<file path="src/rtl/pcc_pkg.sv">
`default_nettype none
package pcc_pkg;

   // Field widths
   localparam int SAMPLE_W = 16;
   localparam int SEG_W    = 2;
   localparam int CSR_IDX_W = 3;
   localparam int CSR_DATA_W = 64;
   localparam int PROD_W   = 2 * SAMPLE_W;
   localparam int SUM_W    = PROD_W + 3;

   // Divider layout: quotient bits resolved per stage, stage count
   localparam int DIV_STEP_BITS = 4;
   localparam int DIV_STAGES    = PROD_W / DIV_STEP_BITS;

   localparam logic [SAMPLE_W-1:0] SAT_MAX = 16'hffff;

   // Register indexes
   localparam logic [CSR_IDX_W-1:0] CSR_CUT_POINTS   = 3'd0;
   localparam logic [CSR_IDX_W-1:0] CSR_GAIN_MUL     = 3'd1;
   localparam logic [CSR_IDX_W-1:0] CSR_GAIN_DIV     = 3'd2;
   localparam logic [CSR_IDX_W-1:0] CSR_DRIVE_MUL    = 3'd3;
   localparam logic [CSR_IDX_W-1:0] CSR_DRIVE_DIV    = 3'd4;
   localparam logic [CSR_IDX_W-1:0] CSR_OFFSET_PLUS  = 3'd5;
   localparam logic [CSR_IDX_W-1:0] CSR_OFFSET_MINUS = 3'd6;

   // Register reset values
   localparam logic [47:0] CUT_RESET  = 48'hffff_ffff_ffff;
   localparam logic [63:0] GAIN_RESET = 64'h03e8_03e8_03e8_03e8;

   typedef struct packed {
      logic [47:0] cut_points;
      logic [63:0] gain_mul;
      logic [63:0] gain_div;
      logic [63:0] drive_mul;
      logic [63:0] drive_div;
      logic [63:0] offset_plus;
      logic [63:0] offset_minus;
   } pcc_cfg_type;

   // After segment selection
   typedef struct packed {
      logic [SAMPLE_W-1:0]      reading;
      logic [SAMPLE_W-1:0]      drive;
      logic [SEG_W-1:0]         seg;
      logic [SAMPLE_W-1:0]      gm;
      logic [SAMPLE_W-1:0]      gd;
      logic [SAMPLE_W-1:0]      dm;
      logic [SAMPLE_W-1:0]      dd;
      logic                     gain_use;
      logic                     drive_use;
      logic signed [SAMPLE_W:0] offset;
   } pcc_sel_type;

   // One divider lane: numerator bits shift out on top, quotient bits in below
   typedef struct packed {
      logic [PROD_W-1:0]   nq;
      logic [SAMPLE_W-1:0] rem;
      logic [SAMPLE_W-1:0] dvs;
   } pcc_lane_type;

   typedef struct packed {
      pcc_lane_type             g;
      pcc_lane_type             d;
      logic [SEG_W-1:0]         seg;
      logic                     fault;
      logic signed [SAMPLE_W:0] offset;
   } pcc_div_type;

   typedef struct packed {
      logic [SAMPLE_W-1:0] current;
      logic [SEG_W-1:0]    seg;
      logic                fault;
   } pcc_rsp_type;

   function automatic logic [SAMPLE_W-1:0] slice16(input logic [63:0] r,
                                                   input logic [SEG_W-1:0] s);
      return r[s*SAMPLE_W +: SAMPLE_W];
   endfunction

   // A few restoring-division steps on one lane
   function automatic pcc_lane_type div_bits(input pcc_lane_type p);
      pcc_lane_type        q;
      logic [SAMPLE_W:0]   r;
      q = p;
      for (int i = 0; i < DIV_STEP_BITS; i++) begin
         r = {q.rem, q.nq[PROD_W-1]};
         q.nq = {q.nq[PROD_W-2:0], 1'b0};
         if (r >= {1'b0, q.dvs}) begin
            r = r - {1'b0, q.dvs};
            q.nq[0] = 1'b1;
         end
         q.rem = r[SAMPLE_W-1:0];
      end
      return q;
   endfunction

endpackage
`default_nettype wire

</file>
<file path="src/rtl/pcc_csr.sv">
`default_nettype none
module pcc_csr (
   input  wire logic                           clock,
   input  wire logic                           reset,
   input  wire logic                           wr_valid,
   output logic                                wr_ready,
   input  wire logic [pcc_pkg::CSR_IDX_W-1:0]  wr_index,
   input  wire logic [pcc_pkg::CSR_DATA_W-1:0] wr_data,
   output pcc_pkg::pcc_cfg_type                cfg
);
   import pcc_pkg::*;

   pcc_cfg_type cfg_ff, cfg_in;

   assign wr_ready = 1'b1;
   assign cfg = cfg_ff;

   // register write decode; unknown indexes are dropped
   always_comb begin
      cfg_in = cfg_ff;
      if (wr_valid) begin
         case (wr_index)
            CSR_CUT_POINTS:   cfg_in.cut_points   = wr_data[47:0];
            CSR_GAIN_MUL:     cfg_in.gain_mul     = wr_data;
            CSR_GAIN_DIV:     cfg_in.gain_div     = wr_data;
            CSR_DRIVE_MUL:    cfg_in.drive_mul    = wr_data;
            CSR_DRIVE_DIV:    cfg_in.drive_div    = wr_data;
            CSR_OFFSET_PLUS:  cfg_in.offset_plus  = wr_data;
            CSR_OFFSET_MINUS: cfg_in.offset_minus = wr_data;
            default:          cfg_in = cfg_ff;
         endcase
      end
   end

   always_ff @(posedge clock) begin
      if (reset) begin
         cfg_ff.cut_points   <= CUT_RESET;
         cfg_ff.gain_mul     <= GAIN_RESET;
         cfg_ff.gain_div     <= GAIN_RESET;
         cfg_ff.drive_mul    <= '0;
         cfg_ff.drive_div    <= '0;
         cfg_ff.offset_plus  <= '0;
         cfg_ff.offset_minus <= '0;
      end else begin
         cfg_ff <= cfg_in;
      end
   end

endmodule
`default_nettype wire

</file>
<file path="config.mk">
export PLATFORM = sky130hd
export DESIGN_NAME = pcc_csr
export DESIGN_NICKNAME = d
export VERILOG_FILES = /design/src/rtl/pcc_pkg.sv /design/src/rtl/pcc_csr.sv
export SDC_FILE = /design/constraint.sdc
export NUM_CORES = 1
export LEC_CHECK = 0
export ABC_AREA = 1
export BUFFER_PORTS_ARGS = -buffer_cell sky130_fd_sc_hd__buf_2
export CAP_MARGIN = 5
export CORE_AREA = 2 2 197 199
export DETAILED_ROUTE_END_ITERATION = 7
export DIE_AREA = 0 0 199 201
export PLACE_DENSITY = 0.7
export SYNTH_ARGS = -nofsm -noshare
export SYNTH_HDL_FRONTEND = slang
export SYNTH_SLANG_ARGS = --single-unit
export TNS_END_PERCENT = 5
</file>
<file path="constraint.sdc">
create_clock -name clock -period 1.3 [get_ports clock]
set_input_delay 0.26 -clock clock [delete_from_list [all_inputs] [get_ports clock]]
set_output_delay 0.26 -clock clock [all_outputs]
set_load 0.01 [all_outputs]
</file>
==> run_results.csv <==
group,metric,value,unit
yosys,netlist_instances,2326,
final_layout,synthToLayoutAreaGrowth,47.0,%
hold_path,hp-class,"in2reg",
setup_path,r2r_cells,2,
drt,post_drt_wl_per_cell,18.3,microns
placed_design,numPortBuffers,501,
yosys,ys_ff_latch,432,
final_layout,layout.cells.most_common,"nor2_1",
clock_tree,cts_tree,"built",
drt,num_vias,17500,
global_routing,grt_pass1_wl,92000,microns
hold_path,hold_path_startpoint,"wr_data[23]",
yosys,synth.distinct_cells,13,
clock_tree,clock_path_buffers,3,
timing,timing.hold.ws,37.3,ps
setup_path,critPathKind,"reg2out",
drt,ant_nets,0,
placed_design,dp_slack,-136,ps
final_layout,drive_gt1_share,38.1,%
timing,timing.final.ws_setup,-13.9,ps
yosys,ys_seq_area_share,51.8,%
drt,drtIter0Drc,1525,
timing,fmax,0.761,GHz
die,rows,72,
setup_path,cp_slowest_cell,"dfxtp_4",
setup_path,worstReg2RegStart,"cfg[207]",
drt,drt_first_pass_iters,5,
final_layout,largest_reg_flops,432,
clock_tree,root_buffer,"clkbuf_16",
setup_path,crit_cells,1,
global_routing,grt_max_degree,67,
global_routing,antenna_found_initial,3,
drt,wl_met1,24000,microns
final_layout,fin_cells,3379,
timing,hold_viol,0,
global_routing,overflow,0,
placed_design,hpwl,40700,microns
clock_tree,cts.sinks,432,
yosys,avgSynthCellArea,7.17,sq um
power,power_density,1270,mW/mm^2
die,die_y,201,microns
clock_tree,clk_latency,550,ps
placed_design,dpl.cell_count,3249,
die,core,0.0381,sq mm
setup_path,end_kind,"primary output",
global_routing,grt_pass1_vias,16400,
setup_path,path_max_fanout,2,
clock_tree,cts_buffers,45,
clock_tree,clk_pin_slew,70,ps
drt,wl_met2,28900,microns
drt,drc,0,
final_layout,final_core_util,64.4,%
timing,min_period_over_period,101,%
setup_path,path_buf_inv,1,
final_layout,nFillCells,3140,
setup_path,startpoint_type,"register",
outcome,violations,"negative setup slack",
final_layout,num-nets-final,2896,
yosys,synth_area,0.0167,sq mm
die,fp.dieW,199,microns
drt,wirelength,61700,microns
drt,top_layer,"met5",
power,ir_worst_vdd,1120,uV
final_layout,layout_common_cells,"672 x nor2_1, 536 x nand2_1, 432 x nand3_1, 421 x dfxtp_2, 328 x buf_6",
setup_path,arrival,1050,ps
setup_path,crit_chain,"buf_6",
setup_path,cpPeakStageDelay,360,ps
setup_path,worstPathRequired,1040,ps
power,leakagePower,11.3,nW
setup_path,reg2reg_slack,650,ps
drt,viasPerCell,5.17,
timing,setup_viol,3,
outcome,status,"finished, violations left",
hold_path,holdPathStages,3,
placed_design,place.gp.congestion,0.867,
run,cap_violations,0,
clock_tree,cts-htree-levels,2,
die,pin_count,503,
timing,setup_tns,-15.5,ps
timing,period_minus_slack,1310,ps
drt,route.met3.wl,5130,microns
global_routing,grt_util_all_layers,29.6,%
die,initial_core_util,43.8,%
setup_path,critPathTopFamily,"flip-flops",
timing,clock_skew,0,ps
yosys,yosysWarningCount,0,
timing,slew_viol_final,0,
die,dieArea,0.0400,sq mm
setup_path,crit_path_start,"cfg[182]",
timing,rsz0062_at_grt,"true",
yosys,synth_nets,2396,
## synthesized netlist by cell type
| cell | instances | area share (%) |
|---|---|---|
| buf_6 | 20 | 1.3 |
| inv_2 | 4 | 0.090 |
| inv_1 | 67 | 1.5 |
| nand3_1 | 432 | 13 |
| conb_1 | 1 | 0.022 |
| dfxtp_1 | 432 | 52 |
| nor2_4 | 8 | 0.54 |
| buf_2 | 81 | 2.4 |
| buf_1 | 25 | 0.56 |
| nor2_1 | 675 | 15 |
| clkbuf_1 | 23 | 0.52 |
| buf_4 | 21 | 0.94 |
| nand2_1 | 537 | 12 |
## metrics by stage
| stage | cell area [sq um] | total power (W) |
|---|---|---|
| detailed placement | 19900 | 0.0175 |
| finish | 24500 | 0.0311 |
| CTS | 24100 | 0.0311 |
| global placement | 19900 | 0.0174 |
| global route | 24500 | 0.0321 |
| floorplan | 16700 | 0.0161 |
## final timing paths
path,end
worst max-delay path,cfg[182]
worst max register to register,cfg[207]
worst min-delay path,cfg[343]
worst min register to register,cfg[326]
## cell type report
cell class	count	area (sq um)	area share, %
antenna	2	5.00	0.0204
clock buffer	63	1270	5.19
clock inverter	17	229	0.933
inverter	71	279	1.14
multi-input combinational	1653	6830	27.8
sequential	432	9200	37.5
tap	518	648	2.64
timing repair buffer	623	6070	24.7
## report_power, final
part / switching, W / internal, W / total [W]
logic: 0.00217 / 0.00161 / 0.00378
registers: 0.000350 / 0.0138 / 0.0141
clock network: 0.00537 / 0.00784 / 0.0132
## cells by family (layout without fill, tap and decap cells)
group / count (synthesis) / count (layout) / synth area share, %
buf+inv: 241 / 774 / 7.40
flops: 432 / 432 / 51.8
other cells: 1 / 3 / 0.0225
simple gates: 1652 / 1652 / 40.8
## layer usage
layer  vias to the layer above  global-route usage, %
li1                       8264                      -
met1                      8047                   36.9
met2                       952                   47.2
met3                       211                   5.73
met4                         2                   18.1
met5                         -                      0
## what timing repair did
item,in CTS,in global routing
hold buffers,48,0
gates cloned,0,0
hold endpoints to repair,75,0
buffers inserted,0,0
setup endpoints to repair,399,177
pin swaps,0,0
gates resized for setup,728,100
No activity file was read; power rests on OpenSTA's default activity.
