--- src/rtl/pcc_pkg.sv ---
`default_nettype none
package pcc_pkg;

   // Field widths
   localparam int SAMPLE_W = 16;
   localparam int SEG_W    = 2;
   localparam int CSR_IDX_W = 3;
   localparam int CSR_DATA_W = 64;
   localparam int PROD_W   = 2 * SAMPLE_W;
   localparam int SUM_W    = PROD_W + 3;

   // Divider layout: quotient bits resolved per stage, stage count
   localparam int DIV_STEP_BITS = 4;
   localparam int DIV_STAGES    = PROD_W / DIV_STEP_BITS;

   localparam logic [SAMPLE_W-1:0] SAT_MAX = 16'hffff;

   // Register indexes
   localparam logic [CSR_IDX_W-1:0] CSR_CUT_POINTS   = 3'd0;
   localparam logic [CSR_IDX_W-1:0] CSR_GAIN_MUL     = 3'd1;
   localparam logic [CSR_IDX_W-1:0] CSR_GAIN_DIV     = 3'd2;
   localparam logic [CSR_IDX_W-1:0] CSR_DRIVE_MUL    = 3'd3;
   localparam logic [CSR_IDX_W-1:0] CSR_DRIVE_DIV    = 3'd4;
   localparam logic [CSR_IDX_W-1:0] CSR_OFFSET_PLUS  = 3'd5;
   localparam logic [CSR_IDX_W-1:0] CSR_OFFSET_MINUS = 3'd6;

   // Register reset values
   localparam logic [47:0] CUT_RESET  = 48'hffff_ffff_ffff;
   localparam logic [63:0] GAIN_RESET = 64'h03e8_03e8_03e8_03e8;

   typedef struct packed {
      logic [47:0] cut_points;
      logic [63:0] gain_mul;
      logic [63:0] gain_div;
      logic [63:0] drive_mul;
      logic [63:0] drive_div;
      logic [63:0] offset_plus;
      logic [63:0] offset_minus;
   } pcc_cfg_type;

   // After segment selection
   typedef struct packed {
      logic [SAMPLE_W-1:0]      reading;
      logic [SAMPLE_W-1:0]      drive;
      logic [SEG_W-1:0]         seg;
      logic [SAMPLE_W-1:0]      gm;
      logic [SAMPLE_W-1:0]      gd;
      logic [SAMPLE_W-1:0]      dm;
      logic [SAMPLE_W-1:0]      dd;
      logic                     gain_use;
      logic                     drive_use;
      logic signed [SAMPLE_W:0] offset;
   } pcc_sel_type;

   // One divider lane: numerator bits shift out on top, quotient bits in below
   typedef struct packed {
      logic [PROD_W-1:0]   nq;
      logic [SAMPLE_W-1:0] rem;
      logic [SAMPLE_W-1:0] dvs;
   } pcc_lane_type;

   typedef struct packed {
      pcc_lane_type             g;
      pcc_lane_type             d;
      logic [SEG_W-1:0]         seg;
      logic                     fault;
      logic signed [SAMPLE_W:0] offset;
   } pcc_div_type;

   typedef struct packed {
      logic [SAMPLE_W-1:0] current;
      logic [SEG_W-1:0]    seg;
      logic                fault;
   } pcc_rsp_type;

   function automatic logic [SAMPLE_W-1:0] slice16(input logic [63:0] r,
                                                   input logic [SEG_W-1:0] s);
      return r[s*SAMPLE_W +: SAMPLE_W];
   endfunction

   // A few restoring-division steps on one lane
   function automatic pcc_lane_type div_bits(input pcc_lane_type p);
      pcc_lane_type        q;
      logic [SAMPLE_W:0]   r;
      q = p;
      for (int i = 0; i < DIV_STEP_BITS; i++) begin
         r = {q.rem, q.nq[PROD_W-1]};
         q.nq = {q.nq[PROD_W-2:0], 1'b0};
         if (r >= {1'b0, q.dvs}) begin
            r = r - {1'b0, q.dvs};
            q.nq[0] = 1'b1;
         end
         q.rem = r[SAMPLE_W-1:0];
      end
      return q;
   endfunction

endpackage
`default_nettype wire

--- src/rtl/pcc_div_step.sv ---
`default_nettype none
module pcc_div_step (
   input  wire logic                 clock,
   input  wire logic                 reset,
   input  wire logic                 in_valid,
   output logic                      in_ready,
   input  wire pcc_pkg::pcc_div_type in_data,
   output logic                      out_valid,
   input  wire logic                 out_ready,
   output pcc_pkg::pcc_div_type      out_data
);
   import pcc_pkg::*;

   logic        valid_ff, valid_in;
   pcc_div_type data_ff, data_in;

   assign in_ready = !valid_ff || out_ready;

   // both lanes advance by the same number of quotient bits
   always_comb begin
      data_in   = in_data;
      data_in.g = div_bits(in_data.g);
      data_in.d = div_bits(in_data.d);
      valid_in  = in_ready ? in_valid : valid_ff;
   end

   always_ff @(posedge clock) begin
      if (reset) begin
         valid_ff <= 1'b0;
      end else begin
         valid_ff <= valid_in;
      end
   end

   always_ff @(posedge clock) begin
      if (in_ready && in_valid) begin
         data_ff <= data_in;
      end
   end

   assign out_valid = valid_ff;
   assign out_data  = data_ff;

   // partial remainders stay below a nonzero divisor
   a_rem_below_div: assert property (@(posedge clock) disable iff (reset)
      valid_ff |-> (data_ff.g.rem < data_ff.g.dvs) && (data_ff.d.rem < data_ff.d.dvs))
      else $error("partial remainder not below divisor");

   a_div_nonzero: assert property (@(posedge clock) disable iff (reset)
      valid_ff |-> (data_ff.g.dvs != '0) && (data_ff.d.dvs != '0))
      else $error("zero divisor reached the divider");

   a_stall_holds: assert property (@(posedge clock) disable iff (reset)
      valid_ff && !out_ready |=> valid_ff && $stable(data_ff))
      else $error("stalled divider stage changed");

endmodule
`default_nettype wire

--- config.mk ---
export PLATFORM = sky130hd
export DESIGN_NAME = pcc_div_step
export DESIGN_NICKNAME = d
export VERILOG_FILES = /design/src/rtl/pcc_pkg.sv /design/src/rtl/pcc_div_step.sv
export SDC_FILE = /design/constraint.sdc
export NUM_CORES = 1
export LEC_CHECK = 0
export BUFFER_PORTS_ARGS = -buffer_cell sky130_fd_sc_hd__buf_2
export CAP_MARGIN = 20
export CORE_MARGIN = 8
export CORE_UTILIZATION = 59
export DETAILED_ROUTE_END_ITERATION = 10
export GPL_ROUTABILITY_DRIVEN = 0
export GPL_TIMING_DRIVEN = 0
export PLACE_DENSITY = 0.88
export SLEW_MARGIN = 20
export SYNTH_ARGS = -nofsm -noshare
export SYNTH_HDL_FRONTEND = slang
export SYNTH_SLANG_ARGS = --single-unit
--- constraint.sdc ---
create_clock -name clock -period 21.8 [get_ports clock]
set_input_delay 4.36 -clock clock [delete_from_list [all_inputs] [get_ports clock]]
set_output_delay 4.36 -clock clock [all_outputs]
set_load 0.01 [all_outputs]
==> out/metrics.cfg <==
[synth]
synth_xor_area_frac = 0.0734
synth-seq-area-share = 0.378
synth_cells = 1151
syn_nets = 1439
muxShareOfSynthArea = 0.0645
synth_async_sr_flop_share = 0
synth_top_family_by_area = compound AO/OA/AOI/OAI gates
synth_cell_type_count = 72
synth_edf_count = 148
synthSimpleGateAreaFrac = 0.108
syn_area_per_cell_um2 = 10.2
synth_flop_cell = edfxtp_1
synthAdderAreaFrac = 0.149
syn_area_mm2 = 0.0118
yosys_warnings = 0
ys_ff_latch = 149
synth_compound_area_frac = 0.187

[worst_setup_path]
path_buf_inv = 9
cp.depth = 43
path_delay_family = compound AO/OA/AOI/OAI gates
critPathCaptureType = register
cp_max_fo = 10
critPathMaxStageDelay_ns = 0.68
arrival_ns = 17.18
cp-start-kind = primary input
critPathSlowestCell = o41ai_1
critPathRequiredTime_ns = 21.97
r2r_cells = 3
path_class = primary input to register

[cts]
cts_buffers = 17
post-cts-setup-buffers = 0
root_buffer = clkbuf_16
insertion_delay_ns = 0.43
ctsHoldBuffers = 0
cts_tree = done
htreeDepth = 4
cts.clk_slew.worst_paths_ns = 0.07
cts_resized = 0
clock_path_buffers = 2
clock-sinks = 149

[timing]
report.final.slew_viol_count = 0
grt_setup_unrepaired = false
final.setup.tns_ns = 0
finalCritPeriodShare = 0.780
finalHoldViolCount = 0
fmax_mhz = 58.8
worst_pin_slew_ns = 0.824
skew_ns = 0.0128
setup_viol = 0
max_slew_margin = 0.447
min_period_ns = 17.01

[floorplanning]
fp.dieH_um = 157
num_io_pins = 302
initial_core_util = 0.604
die-area_mm2 = 0.0248
num_rows = 51
coreArea_mm2 = 0.0195
die_x_um = 157

[grt]
first_global_vias = 10335
grt.total_usage = 0.271
grt_pass1_wl_um = 52700
antenna_found_initial = 0
grt_overflow = 0
grt_max_degree = 57

[flow_run]
max_cap_violations = 0

[power_and_ir_drop]
fin_total_pwr_mw = 2.36
irDropWorstVdd_mv = 0.112
p_leak_nw = 6.48
pwr_density_cell_mw_per_mm2 = 165

[cells_and_area]
drive_above_1_share = 0.281
mostFrequentLayoutCells = buf_2, edfxtp_1, ha_1
final_common_cell = buf_2
area_delta_synth_final_pct = 21.2
nets = 1761
antenna_cells = 0

[status]
status = finished clean

[detailed_routing]
viasPerCell = 5.87
wl_per_cell_um = 19.7
wl_um = 34500
detail-route-antenna-nets = 0
drc_errors = 0
dr.first_iter.drc_count = 712
drt_first_pass_iters = 5
vias = 10287

[placement]
hpwl_um = 27700
io_buffers = 301

[min_path]
worstHoldPathCells = 2
hold_path.class = register to register

==> worst paths after layout <==
kind / from / end / slack (ns)
setup / recovery: in_data[85] / out_data[110] / 4.79
setup reg to reg: out_valid / out_data[31] / 20.01
hold / removal: out_valid / out_valid / 0.55
hold reg to reg: out_valid / out_valid / 0.55
==> final cells by class <==
type | instances | area, um2
Clock inverter | 15 | 185
Clock buffer | 17 | 425
Timing Repair Buffer | 303 | 1550
Inverter | 92 | 345
Buffer | 23 | 125
Fill cell | 1403 | 5230
Sequential cell | 149 | 4460
Multi-Input combinational cell | 887 | 6860
Tap cell | 265 | 332
==> report_power, final <==
part	switching, mW	internal, mW
registers	0.0113	0.428
clock network	0.143	0.155
logic	0.864	0.762
total	1.02	1.35
==> cells in the mapped netlist (3+ instances only) <==
| cell | count | share of area |
|---|---|---|
| nand2b_1 | 18 | 0.0095 |
| o21a_1 | 28 | 0.018 |
| a211oi_1 | 7 | 0.0045 |
| and2_1 | 8 | 0.0042 |
| mux2_4 | 8 | 0.010 |
| o211ai_1 | 10 | 0.0064 |
| mux2i_1 | 10 | 0.0085 |
| nor2b_1 | 18 | 0.0095 |
| a31o_2 | 4 | 0.0030 |
| a31oi_1 | 9 | 0.0048 |
| buf_6 | 4 | 0.0038 |
| a221o_1 | 15 | 0.013 |
| o21bai_1 | 13 | 0.0083 |
| o221ai_1 | 3 | 0.0022 |
| a2111oi_0 | 3 | 0.0022 |
| nand3_1 | 17 | 0.0072 |
| a41o_1 | 3 | 0.0025 |
| inv_1 | 90 | 0.029 |
| o31ai_1 | 5 | 0.0032 |
| edfxtp_1 | 148 | 0.38 |
| o311ai_0 | 3 | 0.0022 |
| nand2_1 | 56 | 0.018 |
| buf_2 | 4 | 0.0017 |
| fa_1 | 8 | 0.014 |
| ha_1 | 128 | 0.14 |
| or2_2 | 6 | 0.0032 |
| xor2_1 | 28 | 0.021 |
| and3_1 | 4 | 0.0021 |
| mux2_2 | 47 | 0.045 |
| xnor2_1 | 69 | 0.051 |
| nand4_1 | 19 | 0.010 |
| o22ai_1 | 3 | 0.0016 |
| a21oi_1 | 96 | 0.041 |
| or3_1 | 7 | 0.0037 |
| and4_1 | 3 | 0.0022 |
| clkbuf_1 | 12 | 0.0038 |
| a21o_1 | 37 | 0.024 |
| nor4_1 | 6 | 0.0032 |
| o21ai_0 | 64 | 0.027 |
| o31a_1 | 5 | 0.0037 |
| nor3_1 | 15 | 0.0064 |
| o21ai_1 | 3 | 0.0013 |
| nor2_1 | 71 | 0.023 |
==> worst min-delay path, cell delays in order, from the launching register on <==
cell and delay, ns:
dfxtp_1 0.31, nand2b_1 0.11, a21oi_1 0.08
==> state kept, by name, indices dropped and copies added (netlist names) <==
register / flops
out_data: 148
out_valid: 1
==> cell families (layout without fill, tap and decap cells) <==
family | count (synthesis) | in the layout
compound gates | 331 | 331
xor+xnor | 98 | 98
fa+ha+maj | 136 | 136
buf+inv | 115 | 450
flops | 149 | 149
mux | 66 | 66
simple gates | 256 | 256
==> stage by stage <==
step	cells	instance area [um2]	utilization	worst slack [ns]	hold WS, ns
after global placement	1717	13600	0.698	5.00	0.488
after floorplan	1151	11800	-	7.68	0.593
after CTS	1751	14300	0.732	5.05	0.552
final	1751	14300	0.732	4.79	0.549
after global routing	1751	14300	0.732	3.91	0.568
after detailed placement	1719	13700	0.701	4.64	0.543
==> routing by layer <==
metal  GRT usage  wire length [um]  up-vias
met4       0.143              1430        0
met1       0.287             12600     4750
li1            -                 -     4968
met3      0.0463              2520      101
met5           0                 0        -
met2       0.504             17900      468
(Power assumes the default switching activity.)
