File: src/rtl/pcc_pkg.sv
`default_nettype none
package pcc_pkg;

   // Field widths
   localparam int SAMPLE_W = 16;
   localparam int SEG_W    = 2;
   localparam int CSR_IDX_W = 3;
   localparam int CSR_DATA_W = 64;
   localparam int PROD_W   = 2 * SAMPLE_W;
   localparam int SUM_W    = PROD_W + 3;

   // Divider layout: quotient bits resolved per stage, stage count
   localparam int DIV_STEP_BITS = 4;
   localparam int DIV_STAGES    = PROD_W / DIV_STEP_BITS;

   localparam logic [SAMPLE_W-1:0] SAT_MAX = 16'hffff;

   // Register indexes
   localparam logic [CSR_IDX_W-1:0] CSR_CUT_POINTS   = 3'd0;
   localparam logic [CSR_IDX_W-1:0] CSR_GAIN_MUL     = 3'd1;
   localparam logic [CSR_IDX_W-1:0] CSR_GAIN_DIV     = 3'd2;
   localparam logic [CSR_IDX_W-1:0] CSR_DRIVE_MUL    = 3'd3;
   localparam logic [CSR_IDX_W-1:0] CSR_DRIVE_DIV    = 3'd4;
   localparam logic [CSR_IDX_W-1:0] CSR_OFFSET_PLUS  = 3'd5;
   localparam logic [CSR_IDX_W-1:0] CSR_OFFSET_MINUS = 3'd6;

   // Register reset values
   localparam logic [47:0] CUT_RESET  = 48'hffff_ffff_ffff;
   localparam logic [63:0] GAIN_RESET = 64'h03e8_03e8_03e8_03e8;

   typedef struct packed {
      logic [47:0] cut_points;
      logic [63:0] gain_mul;
      logic [63:0] gain_div;
      logic [63:0] drive_mul;
      logic [63:0] drive_div;
      logic [63:0] offset_plus;
      logic [63:0] offset_minus;
   } pcc_cfg_type;

   // After segment selection
   typedef struct packed {
      logic [SAMPLE_W-1:0]      reading;
      logic [SAMPLE_W-1:0]      drive;
      logic [SEG_W-1:0]         seg;
      logic [SAMPLE_W-1:0]      gm;
      logic [SAMPLE_W-1:0]      gd;
      logic [SAMPLE_W-1:0]      dm;
      logic [SAMPLE_W-1:0]      dd;
      logic                     gain_use;
      logic                     drive_use;
      logic signed [SAMPLE_W:0] offset;
   } pcc_sel_type;

   // One divider lane: numerator bits shift out on top, quotient bits in below
   typedef struct packed {
      logic [PROD_W-1:0]   nq;
      logic [SAMPLE_W-1:0] rem;
      logic [SAMPLE_W-1:0] dvs;
   } pcc_lane_type;

   typedef struct packed {
      pcc_lane_type             g;
      pcc_lane_type             d;
      logic [SEG_W-1:0]         seg;
      logic                     fault;
      logic signed [SAMPLE_W:0] offset;
   } pcc_div_type;

   typedef struct packed {
      logic [SAMPLE_W-1:0] current;
      logic [SEG_W-1:0]    seg;
      logic                fault;
   } pcc_rsp_type;

   function automatic logic [SAMPLE_W-1:0] slice16(input logic [63:0] r,
                                                   input logic [SEG_W-1:0] s);
      return r[s*SAMPLE_W +: SAMPLE_W];
   endfunction

   // A few restoring-division steps on one lane
   function automatic pcc_lane_type div_bits(input pcc_lane_type p);
      pcc_lane_type        q;
      logic [SAMPLE_W:0]   r;
      q = p;
      for (int i = 0; i < DIV_STEP_BITS; i++) begin
         r = {q.rem, q.nq[PROD_W-1]};
         q.nq = {q.nq[PROD_W-2:0], 1'b0};
         if (r >= {1'b0, q.dvs}) begin
            r = r - {1'b0, q.dvs};
            q.nq[0] = 1'b1;
         end
         q.rem = r[SAMPLE_W-1:0];
      end
      return q;
   endfunction

endpackage
`default_nettype wire

File: src/rtl/pcc_front.sv
`default_nettype none
module pcc_front #(
   parameter int SEGMENTS = 4
) (
   input  wire logic                         clock,
   input  wire logic                         reset,
   input  wire pcc_pkg::pcc_cfg_type         cfg,
   input  wire logic                         in_valid,
   output logic                              in_ready,
   input  wire logic [pcc_pkg::SAMPLE_W-1:0] reading,
   input  wire logic [pcc_pkg::SAMPLE_W-1:0] drive,
   output logic                              out_valid,
   input  wire logic                         out_ready,
   output pcc_pkg::pcc_div_type              out_data
);
   import pcc_pkg::*;

   logic        sel_valid_ff, sel_valid_in;
   pcc_sel_type sel_ff, sel_in;
   logic        sel_ready;
   logic        mul_valid_ff, mul_valid_in;
   pcc_div_type mul_ff, mul_in;
   logic [SEG_W-1:0] seg;
   logic [PROD_W-1:0] prod_g, prod_d;

   assign sel_ready = !mul_valid_ff || out_ready;
   assign in_ready  = !sel_valid_ff || sel_ready;

   // stage 1: pick the segment, the first cut point at or above the reading
   always_comb begin
      seg = SEG_W'(SEGMENTS - 1);
      for (int i = SEGMENTS - 2; i >= 0; i--) begin
         if (cfg.cut_points[i*SAMPLE_W +: SAMPLE_W] >= reading) begin
            seg = SEG_W'(i);
         end
      end
      sel_in.reading   = reading;
      sel_in.drive     = drive;
      sel_in.seg       = seg;
      sel_in.gm        = slice16(cfg.gain_mul, seg);
      sel_in.gd        = slice16(cfg.gain_div, seg);
      sel_in.dm        = slice16(cfg.drive_mul, seg);
      sel_in.dd        = slice16(cfg.drive_div, seg);
      sel_in.gain_use  = sel_in.gm != sel_in.gd;
      sel_in.drive_use = sel_in.dm != sel_in.dd;
      sel_in.offset    = $signed({1'b0, slice16(cfg.offset_plus, seg)})
                       - $signed({1'b0, slice16(cfg.offset_minus, seg)});
      sel_valid_in = in_ready ? in_valid : sel_valid_ff;
   end

   // stage 2: products; bypass and zero-divisor cases become x/1
   always_comb begin
      prod_g = sel_ff.reading * sel_ff.gm;
      prod_d = sel_ff.drive * sel_ff.dm;
      mul_in.seg    = sel_ff.seg;
      mul_in.offset = sel_ff.offset;
      mul_in.fault  = (sel_ff.gain_use && sel_ff.gd == '0)
                   || (sel_ff.drive_use && sel_ff.dd == '0);
      mul_in.g.rem  = '0;
      mul_in.d.rem  = '0;
      if (!sel_ff.gain_use) begin
         mul_in.g.nq  = PROD_W'(sel_ff.reading);
         mul_in.g.dvs = SAMPLE_W'(1);
      end else if (sel_ff.gd == '0) begin
         mul_in.g.nq  = PROD_W'(SAT_MAX);
         mul_in.g.dvs = SAMPLE_W'(1);
      end else begin
         mul_in.g.nq  = prod_g;
         mul_in.g.dvs = sel_ff.gd;
      end
      if (!sel_ff.drive_use) begin
         mul_in.d.nq  = '0;
         mul_in.d.dvs = SAMPLE_W'(1);
      end else if (sel_ff.dd == '0) begin
         mul_in.d.nq  = PROD_W'(SAT_MAX);
         mul_in.d.dvs = SAMPLE_W'(1);
      end else begin
         mul_in.d.nq  = prod_d;
         mul_in.d.dvs = sel_ff.dd;
      end
      mul_valid_in = sel_ready ? sel_valid_ff : mul_valid_ff;
   end

   always_ff @(posedge clock) begin
      if (reset) begin
         sel_valid_ff <= 1'b0;
         mul_valid_ff <= 1'b0;
      end else begin
         sel_valid_ff <= sel_valid_in;
         mul_valid_ff <= mul_valid_in;
      end
   end

   always_ff @(posedge clock) begin
      if (in_ready && in_valid) begin
         sel_ff <= sel_in;
      end
      if (sel_ready && sel_valid_ff) begin
         mul_ff <= mul_in;
      end
   end

   assign out_valid = mul_valid_ff;
   assign out_data  = mul_ff;

endmodule
`default_nettype wire

File: config.mk
export PLATFORM = sky130hd
export DESIGN_NAME = pcc_front
export DESIGN_NICKNAME = d
export VERILOG_FILES = /design/src/rtl/pcc_pkg.sv /design/src/rtl/pcc_front.sv
export SDC_FILE = /design/constraint.sdc
export NUM_CORES = 2
export LEC_CHECK = 0
export BUFFER_PORTS_ARGS = -buffer_cell sky130_fd_sc_hd__buf_4
export CAP_MARGIN = 30
export CORE_ASPECT_RATIO = 1.5
export CORE_MARGIN = 5
export CORE_UTILIZATION = 50
export CTS_CLUSTER_SIZE = 30
export DETAILED_ROUTE_END_ITERATION = 8
export GPL_TIMING_DRIVEN = 1
export PLACE_DENSITY = 0.87
export SKIP_CTS_REPAIR_TIMING = 1
export SLEW_MARGIN = 20
export SYNTH_ARGS = -nofsm -noshare
export SYNTH_HDL_FRONTEND = slang
export SYNTH_SLANG_ARGS = --single-unit
File: constraint.sdc
create_clock -name clock -period 6.2 [get_ports clock]
set_input_delay 0.93 -clock clock [delete_from_list [all_inputs] [get_ports clock]]
set_output_delay 0.93 -clock clock [all_outputs]
set_load 0.05 [all_outputs]
==> summary.txt <==
status = finished with violations
failing checks = setup timing
later-pin clock latency in the skew report = 0.59 ns
Tcrit/Tclk final = 1.030
Clock Sinks = 235
slew margin rel. = 0.3439
Final Hold Viols = 0
multi-input logic area = 21310 um^2
Critical Path RT = 6.61 ns
share of async-settable or async-resettable flops after synthesis = 0
I/O Pins = 618
Least-Margin Pin Slew = 0.9841 ns
die area = 65810 um^2
Final WS setup = -0.1867 ns
post-DP HPWL = 90580 um
drt first pass iters = 6
vias per cell = 5.640
synth unique cells = 63
grt ovf = 0
RSZ-0062 raised after global routing = true
post-synth top area cell = fa_1
final setup TNS = -1.344 ns
kind of end point of the critical path = flop
DRC Markers = 0
Starting Density = 0.5044
Synth area leaders = fa_1 26%, edfxtp_1 23%, ha_1 11%
post-synth top area share = 0.2567
Crit. path cell count = 21
Critical Path Sink = out_data[83]
peak per-stage delay on the critical path = 0.60 ns
root buffer cell = clkbuf_16
#FFs+latches synth = 235
met1 Resource Use GR = 0.3773
Mapped Cells = 3087
Post-synth EDFFs = 233
CTS tree = yes
HP Class = flop to flop
final slew viol count = 0
Main synth FF type = edfxtp_1
FMAX = 0.1566 GHz
Finish-stage setup viols = 12
gr busiest metal = met2
Rows = 110
Port Buffers = 585
Commonest cells post-synth = 498 x inv_1, 392 x nand2_1, 389 x fa_1
Critical Path Start = sel_ff[99]
most used cell, CP = fa_1
worst r2r path cells = 21
max_cap viols = 0
Final Routed Wirelength = 110700 um
M3 GR Usage = 0.08926
fillers = 4543
cts bufs inserted = 25
Worst Clk Skew = 0.04501 ns
H-tree depth = 1
initial antenna violation count = 17
crit path DAT = 6.80 ns
Post-Syn Area = 30340 um^2
first-pass GRT wire length = 158300 um
sequential element share of the synthesized area = 0.2319
Setup Crit Path Kind = flop to flop
total number of vias = 26040
layout cells sized above 1 = 0.2828
met2 usage = 0.5258
post-route ant nets = 0
CP startpoint kind = flop
DRT iter0 DRCs = 2193
largest net degree at the start of global routing = 117
Core Box Area = 60150 um^2
crit path max fanout = 6
crit-path cells = nand2_1 -> fa_1 -> fa_1 -> inv_1 -> fa_1 -> fa_1 -> fa_1 -> inv_1 -> fa_1 -> inv_2 -> ha_4 -> a21o_1 -> a21o_1 -> a21oi_2 -> o211ai_1 -> a21oi_2 -> nor2_2 -> a221o_1 -> o31ai_4 -> nand3_1 -> o211ai_1
CP top delay family = adder cells
YS warnings = 0
Area Growth Syn to Fin = 27.00%
Reg clk slew, reported paths = 0.09 ns
fin nets = 4933
Crit Reg-Reg Endpoint = out_data[83]
Final GP Congestion = 0.9965
routed length per instance = 23.97 um
Final Critical Period = 6.387 ns
Register Area = 7037 um^2
Max clock buf depth = 3
flop2flop setup slack = -0.19 ns
slowest stage cell, crit path = edfxtp_1
Avg Cell Area, Syn = 9.828 um^2
RR Startpoint = sel_ff[99]
total track usage = 0.3188
top-count cell post-synth = inv_1
Die Y = 311.7 um
Die X = 211.1 um
vias in the first global route = 26840
CP Buf/Inv Count = 3
## flip-flops by register name, indices dropped and copies added, names as in the netlist
name / cells
sel_valid_ff: 1
out_valid: 1
sel_ff: 98
mul_in: 19
out_data: 116
## cell families (layout without fill, tap and decap cells)
logic type | count (synthesis) | count (layout) | synth area share
adders and majority gates | 661 | 661 | 0.3689
muxes | 98 | 98 | 0.03233
and+or+nand+nor | 975 | 975 | 0.1566
other | 1 | 42 | 0.0001236
xor gates and xnor gates | 90 | 90 | 0.02598
buffers and inverters | 668 | 1372 | 0.09188
AOI/OAI and AO/OA | 359 | 359 | 0.09230
DFF | 235 | 235 | 0.2319
## cell type report
cell class,instances,share of cell area
well taps,784,0.02546
clock inverters,19,0.005618
flip-flops and latches,235,0.1826
diodes,10,0.0006495
repair buffers,829,0.1678
clock buffers,26,0.01633
multi-input cells,2215,0.5530
inverters,498,0.04851
## routing by layer
metal  wire length (um)  vias up
met2              52440     1610
met3              13060      413
li1                   -    11410
met4               7855       10
met5                 52        -
met1              37250    12600
## cell usage in the layout (no fill, tap or decap), types with 32 or more instances in the layout
cell | netlist | layout
o221ai_2 | 61 | 61
nand3_1 | 65 | 65
mux2i_1 | 98 | 98
fa_1 | 389 | 373
xor2_1 | 59 | 59
a21oi_1 | 118 | 106
and2_1 | 277 | 259
nand2_1 | 392 | 391
buf_4 | 32 | 792
conb_1 | 1 | 32
edfxtp_1 | 233 | 233
nor2_1 | 138 | 134
ha_1 | 272 | 250
o21ai_0 | 49 | 42
inv_1 | 498 | 481
## through the flow
step	instance area [um^2]	worst slack, ns	hold slack, ns	util	cells
2_1_floorplan	30460	0.001714	0.4003	-	3118
3_3_place_gp	36670	-0.1731	0.4004	0.6097	4523
3_5_place_dp	36670	-0.2786	0.4045	0.6097	4523
4_1_cts	37520	-0.3231	0.4217	0.6238	4568
5_1_grt	38520	-0.3370	0.4260	0.6405	4612
6_report	38530	-0.1867	0.4200	0.6406	4616
## worst min path at each step
stage,startpoint,to,slack [ns],cells past startpoint
floorplan,mul_in[0],out_data[0],0.40,0
global placement,mul_in[19],out_data[19],0.40,0
detailed placement,mul_in[13],out_data[13],0.40,0
CTS,mul_in[3],out_data[3],0.42,0
global route,mul_in[3],out_data[3],0.43,0
finish,mul_in[3],out_data[3],0.42,0
Power is left out: the tool's default activity adds up to more than one toggle a clock period on the data nets, which glitch-free logic cannot reach.
