[config.mk]
export PLATFORM = sky130hd
export DESIGN_NAME = pcc_back
export DESIGN_NICKNAME = d
export VERILOG_FILES = /design/src/rtl/pcc_pkg.sv /design/src/rtl/pcc_back.sv
export SDC_FILE = /design/constraint.sdc
export NUM_CORES = 1
export LEC_CHECK = 0
export BUFFER_PORTS_ARGS = -buffer_cell sky130_fd_sc_hd__clkbuf_2
export CAP_MARGIN = 20
export CORE_MARGIN = 2
export CORE_UTILIZATION = 54
export CTS_CLUSTER_SIZE = 28
export DETAILED_ROUTE_END_ITERATION = 10
export PLACE_DENSITY = 0.88
export SYNTH_ARGS = -nofsm -noshare
export SYNTH_HDL_FRONTEND = slang
export SYNTH_SLANG_ARGS = --single-unit
[constraint.sdc]
create_clock -name clock -period 15.55 [get_ports clock]
set_input_delay 3.11 -clock clock [delete_from_list [all_inputs] [get_ports clock]]
set_output_delay 3.11 -clock clock [all_outputs]
set_load 0.02 [all_outputs]
[src/rtl/pcc_pkg.sv]
`default_nettype none
package pcc_pkg;

   // Field widths
   localparam int SAMPLE_W = 16;
   localparam int SEG_W    = 2;
   localparam int CSR_IDX_W = 3;
   localparam int CSR_DATA_W = 64;
   localparam int PROD_W   = 2 * SAMPLE_W;
   localparam int SUM_W    = PROD_W + 3;

   // Divider layout: quotient bits resolved per stage, stage count
   localparam int DIV_STEP_BITS = 4;
   localparam int DIV_STAGES    = PROD_W / DIV_STEP_BITS;

   localparam logic [SAMPLE_W-1:0] SAT_MAX = 16'hffff;

   // Register indexes
   localparam logic [CSR_IDX_W-1:0] CSR_CUT_POINTS   = 3'd0;
   localparam logic [CSR_IDX_W-1:0] CSR_GAIN_MUL     = 3'd1;
   localparam logic [CSR_IDX_W-1:0] CSR_GAIN_DIV     = 3'd2;
   localparam logic [CSR_IDX_W-1:0] CSR_DRIVE_MUL    = 3'd3;
   localparam logic [CSR_IDX_W-1:0] CSR_DRIVE_DIV    = 3'd4;
   localparam logic [CSR_IDX_W-1:0] CSR_OFFSET_PLUS  = 3'd5;
   localparam logic [CSR_IDX_W-1:0] CSR_OFFSET_MINUS = 3'd6;

   // Register reset values
   localparam logic [47:0] CUT_RESET  = 48'hffff_ffff_ffff;
   localparam logic [63:0] GAIN_RESET = 64'h03e8_03e8_03e8_03e8;

   typedef struct packed {
      logic [47:0] cut_points;
      logic [63:0] gain_mul;
      logic [63:0] gain_div;
      logic [63:0] drive_mul;
      logic [63:0] drive_div;
      logic [63:0] offset_plus;
      logic [63:0] offset_minus;
   } pcc_cfg_type;

   // After segment selection
   typedef struct packed {
      logic [SAMPLE_W-1:0]      reading;
      logic [SAMPLE_W-1:0]      drive;
      logic [SEG_W-1:0]         seg;
      logic [SAMPLE_W-1:0]      gm;
      logic [SAMPLE_W-1:0]      gd;
      logic [SAMPLE_W-1:0]      dm;
      logic [SAMPLE_W-1:0]      dd;
      logic                     gain_use;
      logic                     drive_use;
      logic signed [SAMPLE_W:0] offset;
   } pcc_sel_type;

   // One divider lane: numerator bits shift out on top, quotient bits in below
   typedef struct packed {
      logic [PROD_W-1:0]   nq;
      logic [SAMPLE_W-1:0] rem;
      logic [SAMPLE_W-1:0] dvs;
   } pcc_lane_type;

   typedef struct packed {
      pcc_lane_type             g;
      pcc_lane_type             d;
      logic [SEG_W-1:0]         seg;
      logic                     fault;
      logic signed [SAMPLE_W:0] offset;
   } pcc_div_type;

   typedef struct packed {
      logic [SAMPLE_W-1:0] current;
      logic [SEG_W-1:0]    seg;
      logic                fault;
   } pcc_rsp_type;

   function automatic logic [SAMPLE_W-1:0] slice16(input logic [63:0] r,
                                                   input logic [SEG_W-1:0] s);
      return r[s*SAMPLE_W +: SAMPLE_W];
   endfunction

   // A few restoring-division steps on one lane
   function automatic pcc_lane_type div_bits(input pcc_lane_type p);
      pcc_lane_type        q;
      logic [SAMPLE_W:0]   r;
      q = p;
      for (int i = 0; i < DIV_STEP_BITS; i++) begin
         r = {q.rem, q.nq[PROD_W-1]};
         q.nq = {q.nq[PROD_W-2:0], 1'b0};
         if (r >= {1'b0, q.dvs}) begin
            r = r - {1'b0, q.dvs};
            q.nq[0] = 1'b1;
         end
         q.rem = r[SAMPLE_W-1:0];
      end
      return q;
   endfunction

endpackage
`default_nettype wire

[src/rtl/pcc_back.sv]
`default_nettype none
module pcc_back (
   input  wire logic                 clock,
   input  wire logic                 reset,
   input  wire logic                 in_valid,
   output logic                      in_ready,
   input  wire pcc_pkg::pcc_div_type in_data,
   output logic                      out_valid,
   input  wire logic                 out_ready,
   output pcc_pkg::pcc_rsp_type      out_data
);
   import pcc_pkg::*;

   logic              valid_ff, valid_in;
   pcc_rsp_type       data_ff, data_in;
   logic signed [SUM_W-1:0] sum;

   assign in_ready = !valid_ff || out_ready;

   // gain term minus drive term plus offset, clamped to 16 bits
   always_comb begin
      sum = $signed({3'b000, in_data.g.nq}) - $signed({3'b000, in_data.d.nq})
          + SUM_W'($signed(in_data.offset));
      if (sum > $signed(SUM_W'(SAT_MAX))) begin
         data_in.current = SAT_MAX;
      end else if (sum < 0) begin
         data_in.current = '0;
      end else begin
         data_in.current = sum[SAMPLE_W-1:0];
      end
      data_in.seg   = in_data.seg;
      data_in.fault = in_data.fault;
      valid_in = in_ready ? in_valid : valid_ff;
   end

   always_ff @(posedge clock) begin
      if (reset) begin
         valid_ff <= 1'b0;
      end else begin
         valid_ff <= valid_in;
      end
   end

   always_ff @(posedge clock) begin
      if (in_ready && in_valid) begin
         data_ff <= data_in;
      end
   end

   assign out_valid = valid_ff;
   assign out_data  = data_ff;

endmodule
`default_nettype wire

==> metrics.txt, run 1 <==
number of inserted filler cells in the final layout=710; Root Buffer=clkbuf_8; via-per-instance ratio=5.826; DIE AREA=8626 um2; vias after detailed routing=4445; area added between synthesis and finish=15.25%; top-area cell type share of the netlist area=19.07%; GRT Total Usage=23.56%; Synth area leaders=ha_1, edfxtp_1, a21oi_1, xnor2_1, o21a_1; routed length on met3=528 um; Max Used Layer=met4; setup repair after global routing missed its margin=no; number of buffers added to fix hold violations after cts=0; share of post-route cells with drive strength above 1=18.46%; Top Ports=173; highest ir drop seen on vdd=0.04348 mV; period utilization=56.86%; power per cell area=90.24 nW/um2; number of instances resized during post-cts repair=0; Num CTS Buffers=3; # H-tree levels=1; clock slew at reported path FFs=0.07 ns; fraction of the core area covered by cells at the end of the flow=63.95%; average size of a mapped cell=7.563 um2; post-synthesis instance area=4265 um2; highest-count cells in the layout ignoring fill and taps=clkbuf_2, ha_1, a21oi_1; antenna diode instance count=0; wire length per cell after detailed routing=13.67 um; post-detailed-routing wire length=10430 um; number of enable flip-flop cells after synthesis=19; Leak=2.362 nW; site row count=32; Max transition margin=27.40%; worst skew pair latency=0.25 ns; synthesized netlist net count=783; Worst Path Class, Setup=in2reg; initial antenna violation count=0; critical path fanouts, max=16; pin count of the biggest net entering global routing=20; buffers inserted by post-CTS timing repair=0; detailed-routed wire length on met2=4798 um; worst-case clock skew=0.001736 ns; starting density of the core=55.49%; count of warnings emitted by yosys=0; number of buffer cells added on primary ports=108; fraction of the yosys area taken by sequential cells=13.85%; Seq cells post-synth=20; number of DRC markers after the initial detailed-route iteration=229; shortest period the worst path allows=8.842 ns; estimated wirelength of the detail-placed design=8832 um; last weighted congestion value of the routability-driven placer=0.9335; global route overflow=0; CTS tree=yes; Pins Over Slew Limit=0; number of max-cap violations=0; maximum buffer depth of the clock tree=2; vias in the first global route=4050; hold violation total from the final report=0; total DRC errors in the routed layout=0; core region area=7687 um2; Detailed Routing Iterations Pass 1=5; cell taking the most area after synthesis=ha_1; async set or reset register ratio after synthesis=0%; sinks on the clock net=20; count of unique library cells instantiated by Yosys=60; WP data required=15.56 ns; cells after synthesis=564; first-pass GRT wire length=17390 um; data arrival time at the worst-slack endpoint=8.85 ns; setup violation total in the final timing report=0; Total Negative Setup Slacks=0 ns; leading cell type in the layout, fill and taps excluded=clkbuf_2; vertical extent of the die=92.88 um; most used flip-flop cell after synthesis=edfxtp_1; type of element launching the critical path=input pin; worst min path class=reg2reg; die extent in x=92.88 um; run status=complete, no violations; CP endpoint kind=register; routed metal-1 wirelength=4975 um; top achievable clock speed=113.1 MHz; slew at the pin closest to its max-slew limit=1.089 ns; Routed Antenna Nets=0; Nets=881
-- synthesized netlist by cell type (all sizes together) (2+ instances only) --
master    n
o21bai    7
and4      2
o2bb2ai   2
nand2b    9
nand2    34
xor2     13
a221oi    3
o211ai    6
nand4    10
nor2b    10
nor3b     3
a21o     16
xnor2    32
edfxtp   19
ha       65
o21a     28
a21boi    4
and2      4
nor2     43
nand3    18
o22ai     4
nor3      6
a211oi    7
o41ai     2
o31ai     3
nor4      4
clkbuf   12
and3      5
or3       4
inv      52
mux2i     3
o311ai    2
a21oi    64
a31oi     8
a311o     2
buf       3
or4       2
o211a     2
o21ai    37
fa        2
-- logic make-up after synthesis --
group	count (synthesis)	synth area share, %
AOI/OAI and AO/OA	205	31.68
xor gates and xnor gates	45	9.240
and+or+nand+nor	157	18.25
muxes	3	0.7040
DFF	20	13.85
adders and majority gates	67	20.01
buffers and inverters	67	6.277
-- worst max-delay path: stages --
cell	delay, ns
clkbuf_2	0.10
inv_1	0.04
ha_1	0.27
nor2b_1	0.13
o21a_1	0.18
o21ai_0	0.26
a21oi_1	0.20
o2111a_1	0.32
o41ai_1	0.66
o31ai_1	0.26
o21a_1	0.22
nor2_1	0.14
xnor2_1	0.15
ha_1	0.31
a21oi_1	0.40
inv_1	0.11
nor2_1	0.12
o22ai_1	0.08
nor4_1	0.38
nand4b_1	0.17
nor4_1	0.29
nand4_1	0.15
or4_4	0.55
o21a_1	0.24
-- metal layers --
layer	track usage (%)	up-vias
li1	-	2276
met1	32.63	2012
met2	40.52	143
met3	1.709	14
met4	4.289	0
met5	0	-
-- report_power, final --
part	switching, W	leakage [nW]	internal (W)
Sequential	0.00000224	0.187	0.0000712
Clock	0.0000160	0.0288	0.0000225
Combinational	0.000194	2.15	0.000138
-- flip-flops by register name, indices dropped and copies added (netlist names) --
name,count
out_data,19
out_valid,1
-- through the flow --
stage	setup WS (ns)	cell area, um2	cells	hold WS, ns	total power, W
4_1_cts	6.823	4916	763	0.5498	0.0004396
2_1_floorplan	7.461	4265	564	0.7290	0.0003266
3_3_place_gp	6.586	4861	759	0.4935	0.0003932
5_1_grt	6.346	4916	763	0.5684	0.0004817
3_5_place_dp	6.561	4861	759	0.5402	0.0004001
6_report	6.708	4916	763	0.5372	0.0004436
-- layout make-up --
type | instances | area (um2) | share of cell area, %
Multi-Input combinational cell | 477 | 3407 | 69.31
Sequential cell | 20 | 590.6 | 12.01
Timing Repair Buffer | 108 | 540.5 | 11.00
Inverter | 52 | 195.2 | 3.970
Tap cell | 102 | 127.6 | 2.596
Clock buffer | 4 | 55.05 | 1.120
-- final timing paths --
check                 to   startpoint  cells past startpoint  slack [ns]
min            out_valid    out_valid                      2        0.54
min reg2reg    out_valid    out_valid                      2        0.54
max reg2reg  out_data[9]    out_valid                      2       14.10
max          out_data[8]  in_data[53]                     24        6.71
Power figures use the tool's default switching activity.
==> inputs of run 2 (changes only) <==
--- a/config.mk
+++ b/config.mk
@@ -8,10 +8,10 @@
 export BUFFER_PORTS_ARGS = -buffer_cell sky130_fd_sc_hd__clkbuf_2
 export CAP_MARGIN = 20
 export CORE_MARGIN = 2
-export CORE_UTILIZATION = 54
+export CORE_UTILIZATION = 46
 export CTS_CLUSTER_SIZE = 28
 export DETAILED_ROUTE_END_ITERATION = 10
-export PLACE_DENSITY = 0.88
+export PLACE_DENSITY = 0.8
 export SYNTH_ARGS = -nofsm -noshare
 export SYNTH_HDL_FRONTEND = slang
 export SYNTH_SLANG_ARGS = --single-unit
==> constraint.sdc (replaced) <==
create_clock -name clock -period 7.5 [get_ports clock]
set_input_delay 1.5 -clock clock [delete_from_list [all_inputs] [get_ports clock]]
set_output_delay 1.5 -clock clock [all_outputs]
set_load 0.02 [all_outputs]
==> run 2 against run 1 <==
Compared with the run above: worst setup slack got worse by 6.2 ns; critical path depth decreased by 1; via count decreased by 0.56%; power increased by 110%; final cell count increased by 1.6%; register-to-register slack got worse by 8.0 ns; global-route usage decreased by 3.7 points; clock power increased by 80%; sequential share of layout area decreased by 0.058 points; combinational power increased by 110%; non-clock buffer count increased by 3; die area increased by 17%; critical path type unchanged.
==> metrics.txt, run 2 (synthesized netlist as in run 1, its figures left out) <==
run status=complete, no violations; clock slew at reported path FFs=0.07 ns (about the same); number of instances resized during post-cts repair=0 (unchanged); number of buffers added to fix hold violations after cts=0 (unchanged); # placed instances=770 (+1.4%); Num CTS Buffers=3 (unchanged); worst hold path depth=2 (unchanged); max FFs per register=19 (unchanged); # H-tree levels=1 (unchanged); number of max-cap violations=0 (unchanged); power per cell area=184.4 nW/um2 (+100%); CTS tree=yes; Worst Path Class, Setup=in2reg; data arrival time at the worst-slack endpoint=7.03 ns (-1.82 ns); wire length per cell after detailed routing=13.27 um (-3.0%); type of element launching the critical path=input pin; period utilization=93.57%; share of post-route cells with drive strength above 1=18.67% (+0.22 points); R2R cell count=2 (unchanged); Nets=884 (+0.34%); Detailed Routing Iterations Pass 1=4 (-1); die extent in x=100.3 um (+8.0%); Total Negative Setup Slacks=0 ns (unchanged); filler-free cell count of the finished design=775 (+1.6%); critical path fanouts, max=16 (unchanged); pin count of the biggest net entering global routing=20 (unchanged); setup violation total in the final timing report=0 (unchanged); via-per-instance ratio=5.703 (-2.1%); starting density of the core=46.83% (-8.7 points); worst skew pair latency=0.26 ns (about the same); shortest period the worst path allows=7.017 ns; Leak=2.370 nW (+0.33%); setup slack after placement=0.3428 ns (-6.218 ns); site row count=35 (+9.4%); highest ir drop seen on vdd=0.09583 mV (+120%); setup repair after global routing missed its margin=no; buffers inserted by post-CTS timing repair=0 (unchanged); top achievable clock speed=142.5 MHz; Worst R2R Setup Slack=6.06 ns (-8.04 ns); leading cell type in the layout, fill and taps excluded=clkbuf_2; antenna diode instance count=0 (unchanged); first-pass GRT wire length=17000 um (-2.3%); vertical extent of the die=100.3 um (+8.0%); Critical R2R Capture=out_data[1]; global route overflow=0 (unchanged); endpoint with the worst hold slack=out_valid; Pins Over Slew Limit=0 (unchanged); DIE AREA=10060 um2 (+17%); estimated wirelength of the detail-placed design=8737 um (-1.1%); final worst setup slack=0.4826 ns (-6.226 ns); total DRC errors in the routed layout=0 (unchanged); WP data required=7.51 ns (-8.05 ns); vias after detailed routing=4420 (-0.56%); Routed Antenna Nets=0 (unchanged); Max transition margin=46.78% (+19 points); post-detailed-routing wire length=10280 um (-1.4%); source of the worst hold timing path=out_valid; Top Ports=173 (unchanged); vias in the first global route=3973 (-1.9%); core region area=9109 um2 (+18%); highest-count cells in the layout ignoring fill and taps=clkbuf_2, ha_1, a21oi_1; number of DRC markers after the initial detailed-route iteration=250 (+9.2%); CP endpoint kind=register; Power, Total=0.0009111 W (+110%); Root Buffer=clkbuf_8; slew at the pin closest to its max-slew limit=0.7983 ns (-0.2908 ns); GRT Total Usage=19.90% (-3.7 points); last weighted congestion value of the routability-driven placer=0.9086 (-2.7%); FF-to-FF Start=out_valid; number of buffer cells added on primary ports=108 (unchanged); hold violation total from the final report=0 (unchanged); fraction of the core area covered by cells at the end of the flow=54.23% (-9.7 points); sinks on the clock net=20 (unchanged); area added between synthesis and finish=15.81%; initial antenna violation count=0 (unchanged); worst min path class=reg2reg; worst-case clock skew=0.008705 ns (+0.006969 ns); maximum buffer depth of the clock tree=2 (unchanged)
run 2: routing by layer:
layer	track usage [%]	routed length (um)
met4	6.322	221
met2	33.30	4610
met3	1.671	376
met1	27.16	5073
met5	0	0
run 2: worst max path at each step:
stage / start / endpoint / slack [ns] / cells past startpoint
finish: in_data[59] / out_data[8] / 0.48 / 23
global route: in_data[59] / out_data[18] / 0.19 / 23
CTS: in_data[59] / out_data[8] / 0.60 / 23
detailed placement: in_data[59] / out_data[8] / 0.34 / 23
global placement: in_data[59] / out_data[9] / 0.37 / 23
floorplan: in_data[59] / out_data[12] / 1.02 / 24
run 2: per-stage QoR:
stage               instance area, um2  hold slack, ns
detailed placement                4887          0.5159
floorplan                         4265          0.7290
finish                            4940          0.5234
CTS                               4932          0.5232
global route                      4940          0.5630
global placement                  4887          0.4956
run 2: layout make-up:
cell class / instances / area, um2
multi-input combinational: 477 / 3407
fill: 902 / 4169
sequential: 20 / 590.6
inverter: 52 / 195.2
timing repair buffer: 111 / 563.0
tap: 111 / 138.9
clock buffer: 4 / 45.04
run 2: where the power goes:
part / switching, W / internal, W / total, W
Combinational: 0.000402 / 0.000288 / 0.000690
Clock: 0.0000316 / 0.0000377 / 0.0000693
Sequential: 0.00000394 / 0.000148 / 0.000152
Total: 0.000437 / 0.000474 / 0.000911
run 2: critical path, cell delays in order:
cell and delay, ns:
clkbuf_2 0.07, inv_1 0.03, ha_1 0.36, a21o_1 0.21, or3_1 0.33, o2111ai_1 0.28
o211ai_1 0.18, a211oi_1 0.33, a211oi_1 0.14, a211o_1 0.32, a211oi_1 0.30, nor4_1 0.10
a311o_1 0.31, ha_1 0.41, nor2_1 0.09, mux2i_1 0.18, o221ai_1 0.14, nor4_1 0.39
nand4b_1 0.18, nor4_1 0.27, nand4_1 0.12, or4_4 0.54, o21a_1 0.24
==> inputs of run 3 (changes only) <==
--- a/config.mk
+++ b/config.mk
@@ -11,7 +11,8 @@
 export CORE_UTILIZATION = 46
 export CTS_CLUSTER_SIZE = 28
 export DETAILED_ROUTE_END_ITERATION = 10
-export PLACE_DENSITY = 0.8
+export PLACE_DENSITY_LB_ADDON = 0.25
+export SKIP_LAST_GASP = 1
 export SYNTH_ARGS = -nofsm -noshare
 export SYNTH_HDL_FRONTEND = slang
 export SYNTH_SLANG_ARGS = --single-unit
==> run 3 against run 2 <==
Compared with the run above: first-iteration DRC count shrank 14%; combinational power is essentially flat; power grew 4.0%; via count shrank 2.1%; largest cell class unchanged; worst setup slack gained 0.0027 ns; register-to-register slack is essentially flat; core utilization grew 0.54 points; cell area grew 0.99%.
==> metrics.txt, run 3 (synthesized netlist as in run 1, its figures left out) <==
met1 track demand over resource=28.24% (+1.1 points); R2R cell count=2 (unchanged); number of instances resized during post-cts repair=0 (unchanged); met3 usage in global routing=1.532% (-0.14 points); total cell area at the placement stage=4917 um2 (+0.61%); fin area=4989 um2 (+0.99%); total DRC errors in the routed layout=0 (unchanged); period utilization=93.53% (about the same); Worst R2R Setup Slack=6.07 ns (about the same); endpoint with the worst hold slack=out_valid; global route overflow=0 (unchanged); sequential cell fraction of total power=16.1% (-0.5 points); Worst Setup SP=in_data[59]; top achievable clock speed=142.6 MHz (about the same); clock slew at reported path FFs=0.07 ns (about the same); # placed instances=774 (+0.52%); hold violation total from the final report=0 (unchanged); vertical extent of the die=100.3 um (unchanged); leading cell type in the layout, fill and taps excluded=clkbuf_2; WP data required=7.51 ns (about the same); sinks on the clock net=20 (unchanged); highest-count cells in the layout ignoring fill and taps=clkbuf_2, ha_1, a21oi_1; wire length per cell after detailed routing=12.91 um (-2.7%); worst hold path depth=2 (unchanged); Max transition margin=47.14% (+0.35 points); DIE AREA=10060 um2 (unchanged); core region area=9109 um2 (unchanged); highest ir drop seen on vdd=0.08811 mV (-8.1%); Critical R2R Capture=out_data[17]; power per cell area=190.0 nW/um2 (+3.0%); Most Crowded Layer GR=met2; setup violation total in the final timing report=0 (unchanged); Root Buffer=clkbuf_8; internal power of the cells=0.0005104 W (+7.7%); GRT Total Usage=19.95% (+0.052 points); FF-to-FF Start=out_valid; initial antenna violation count=0 (unchanged); setup repair after global routing missed its margin=no; filler-free cell count of the finished design=778 (+0.39%); worst-case clock skew=0.006728 ns (-0.001977 ns); site row count=35 (unchanged); maximum buffer depth of the clock tree=2 (unchanged); Sw Share=46.14% (-1.9 points); first-pass GRT wire length=17200 um (+1.2%); area added between synthesis and finish=16.96%; Pins Over Slew Limit=0 (unchanged); switching component of the power=0.0004372 W (about the same); vias in the first global route=4040 (+1.7%); estimated wirelength of the detail-placed design=8573 um (-1.9%); type of element launching the critical path=input pin; critical path fanouts, max=16 (unchanged); via-per-instance ratio=5.560 (-2.5%); Total Negative Setup Slacks=0 ns (unchanged); Routed Antenna Nets=0 (unchanged); Worst Path Class, Setup=in2reg; vias after detailed routing=4326 (-2.1%); run status=complete, no violations; # H-tree levels=1 (unchanged); relative contribution of the clock network to total power=10.9% (+3.3 points); worst min path class=reg2reg; buffers inserted by post-CTS timing repair=0 (unchanged); routing usage on met2=34.12% (+0.83 points); shortest period the worst path allows=7.015 ns (-0.002668 ns); Leak=2.397 nW (+1.2%); relative contribution of combinational cells to total power=72.9% (-2.9 points); max FFs per register=19 (unchanged); number of buffers added to fix hold violations after cts=0 (unchanged); pin count of the biggest net entering global routing=20 (unchanged); share of post-route cells with drive strength above 1=19.19% (+0.52 points); starting density of the core=46.83% (unchanged); number of DRC markers after the initial detailed-route iteration=214 (-14%); CP endpoint kind=register; antenna diode instance count=0 (unchanged); worst skew pair latency=0.25 ns (about the same); Nets=887 (+0.34%); CTS tree=yes; Detailed Routing Iterations Pass 1=4 (unchanged); Top Ports=173 (unchanged); data arrival time at the worst-slack endpoint=7.03 ns (about the same); post-detailed-routing wire length=10040 um (-2.3%); number of max-cap violations=0 (unchanged); Power, Total=0.0009476 W (+4.0%); source of the worst hold timing path=out_valid; slew at the pin closest to its max-slew limit=0.7930 ns (-0.005294 ns); die extent in x=100.3 um (unchanged); last weighted congestion value of the routability-driven placer=0.9049 (-0.41%); number of buffer cells added on primary ports=108 (unchanged); worst slack on hold paths=0.5138 ns (-0.009626 ns); Num CTS Buffers=3 (unchanged)
==> run 3: worst max-delay path by stage <==
stage                    to  slack [ns]  cells after the start
2_1_floorplan  out_data[12]        1.02                     24
3_3_place_gp   out_data[11]        0.31                     23
3_5_place_dp    out_data[6]        0.28                     24
4_1_cts         out_data[6]        0.54                     24
5_1_grt        out_data[17]        0.03                     24
6_report       out_data[13]        0.49                     24
==> run 3: worst max-delay path: stages <==
cell	delay (ns)
clkbuf_2	0.08
inv_1	0.03
ha_1	0.35
a21o_1	0.21
or3_1	0.33
o2111ai_1	0.25
o211ai_1	0.18
a211oi_1	0.37
a211oi_1	0.16
a211o_1	0.33
a211oi_1	0.30
or2_2	0.21
xnor2_1	0.07
ha_1	0.22
a21oi_1	0.33
inv_1	0.10
nor2_1	0.12
o22ai_1	0.09
nor4_1	0.44
nand4b_1	0.16
nor4_1	0.29
nand4_1	0.13
or4_4	0.55
o21a_1	0.23
==> run 3: cell type report <==
| type | count | area (um2) |
|---|---|---|
| Fill cell | 883 | 4120 |
| Timing Repair Buffer | 114 | 585.6 |
| Sequential cell | 20 | 590.6 |
| Clock inverter | 1 | 30.03 |
| Inverter | 52 | 195.2 |
| Multi-Input combinational cell | 477 | 3407 |
| Clock buffer | 3 | 41.29 |
| Tap cell | 111 | 138.9 |
==> run 3: metal layers <==
metal / up-vias / share of wire [%]
met5: - / 0
met4: 0 / 0.62
met3: 8 / 4.1
met2: 94 / 45
met1: 1946 / 51
li1: 2278 / -
==> run 3: power groups by stage <==
stage | clock, W | combinational [W] | sequential (W)
2_1_floorplan | 0 | 0.000501 | 0.000176
5_1_grt | 0.000109 | 0.000777 | 0.000154
4_1_cts | 0.000105 | 0.000688 | 0.000153
6_report | 0.000104 | 0.000691 | 0.000153
3_5_place_dp | 0 | 0.000684 | 0.000156
3_3_place_gp | 0 | 0.000677 | 0.000155
==> run 3: metrics by stage <==
stage / worst slack (ns) / utilization (%)
final: 0.4852 / 54.77
after global routing: 0.03322 / 54.77
after CTS: 0.5379 / 54.77
after detailed placement: 0.2832 / 53.98
after global placement: 0.3068 / 53.90
after floorplan: 1.021 / -
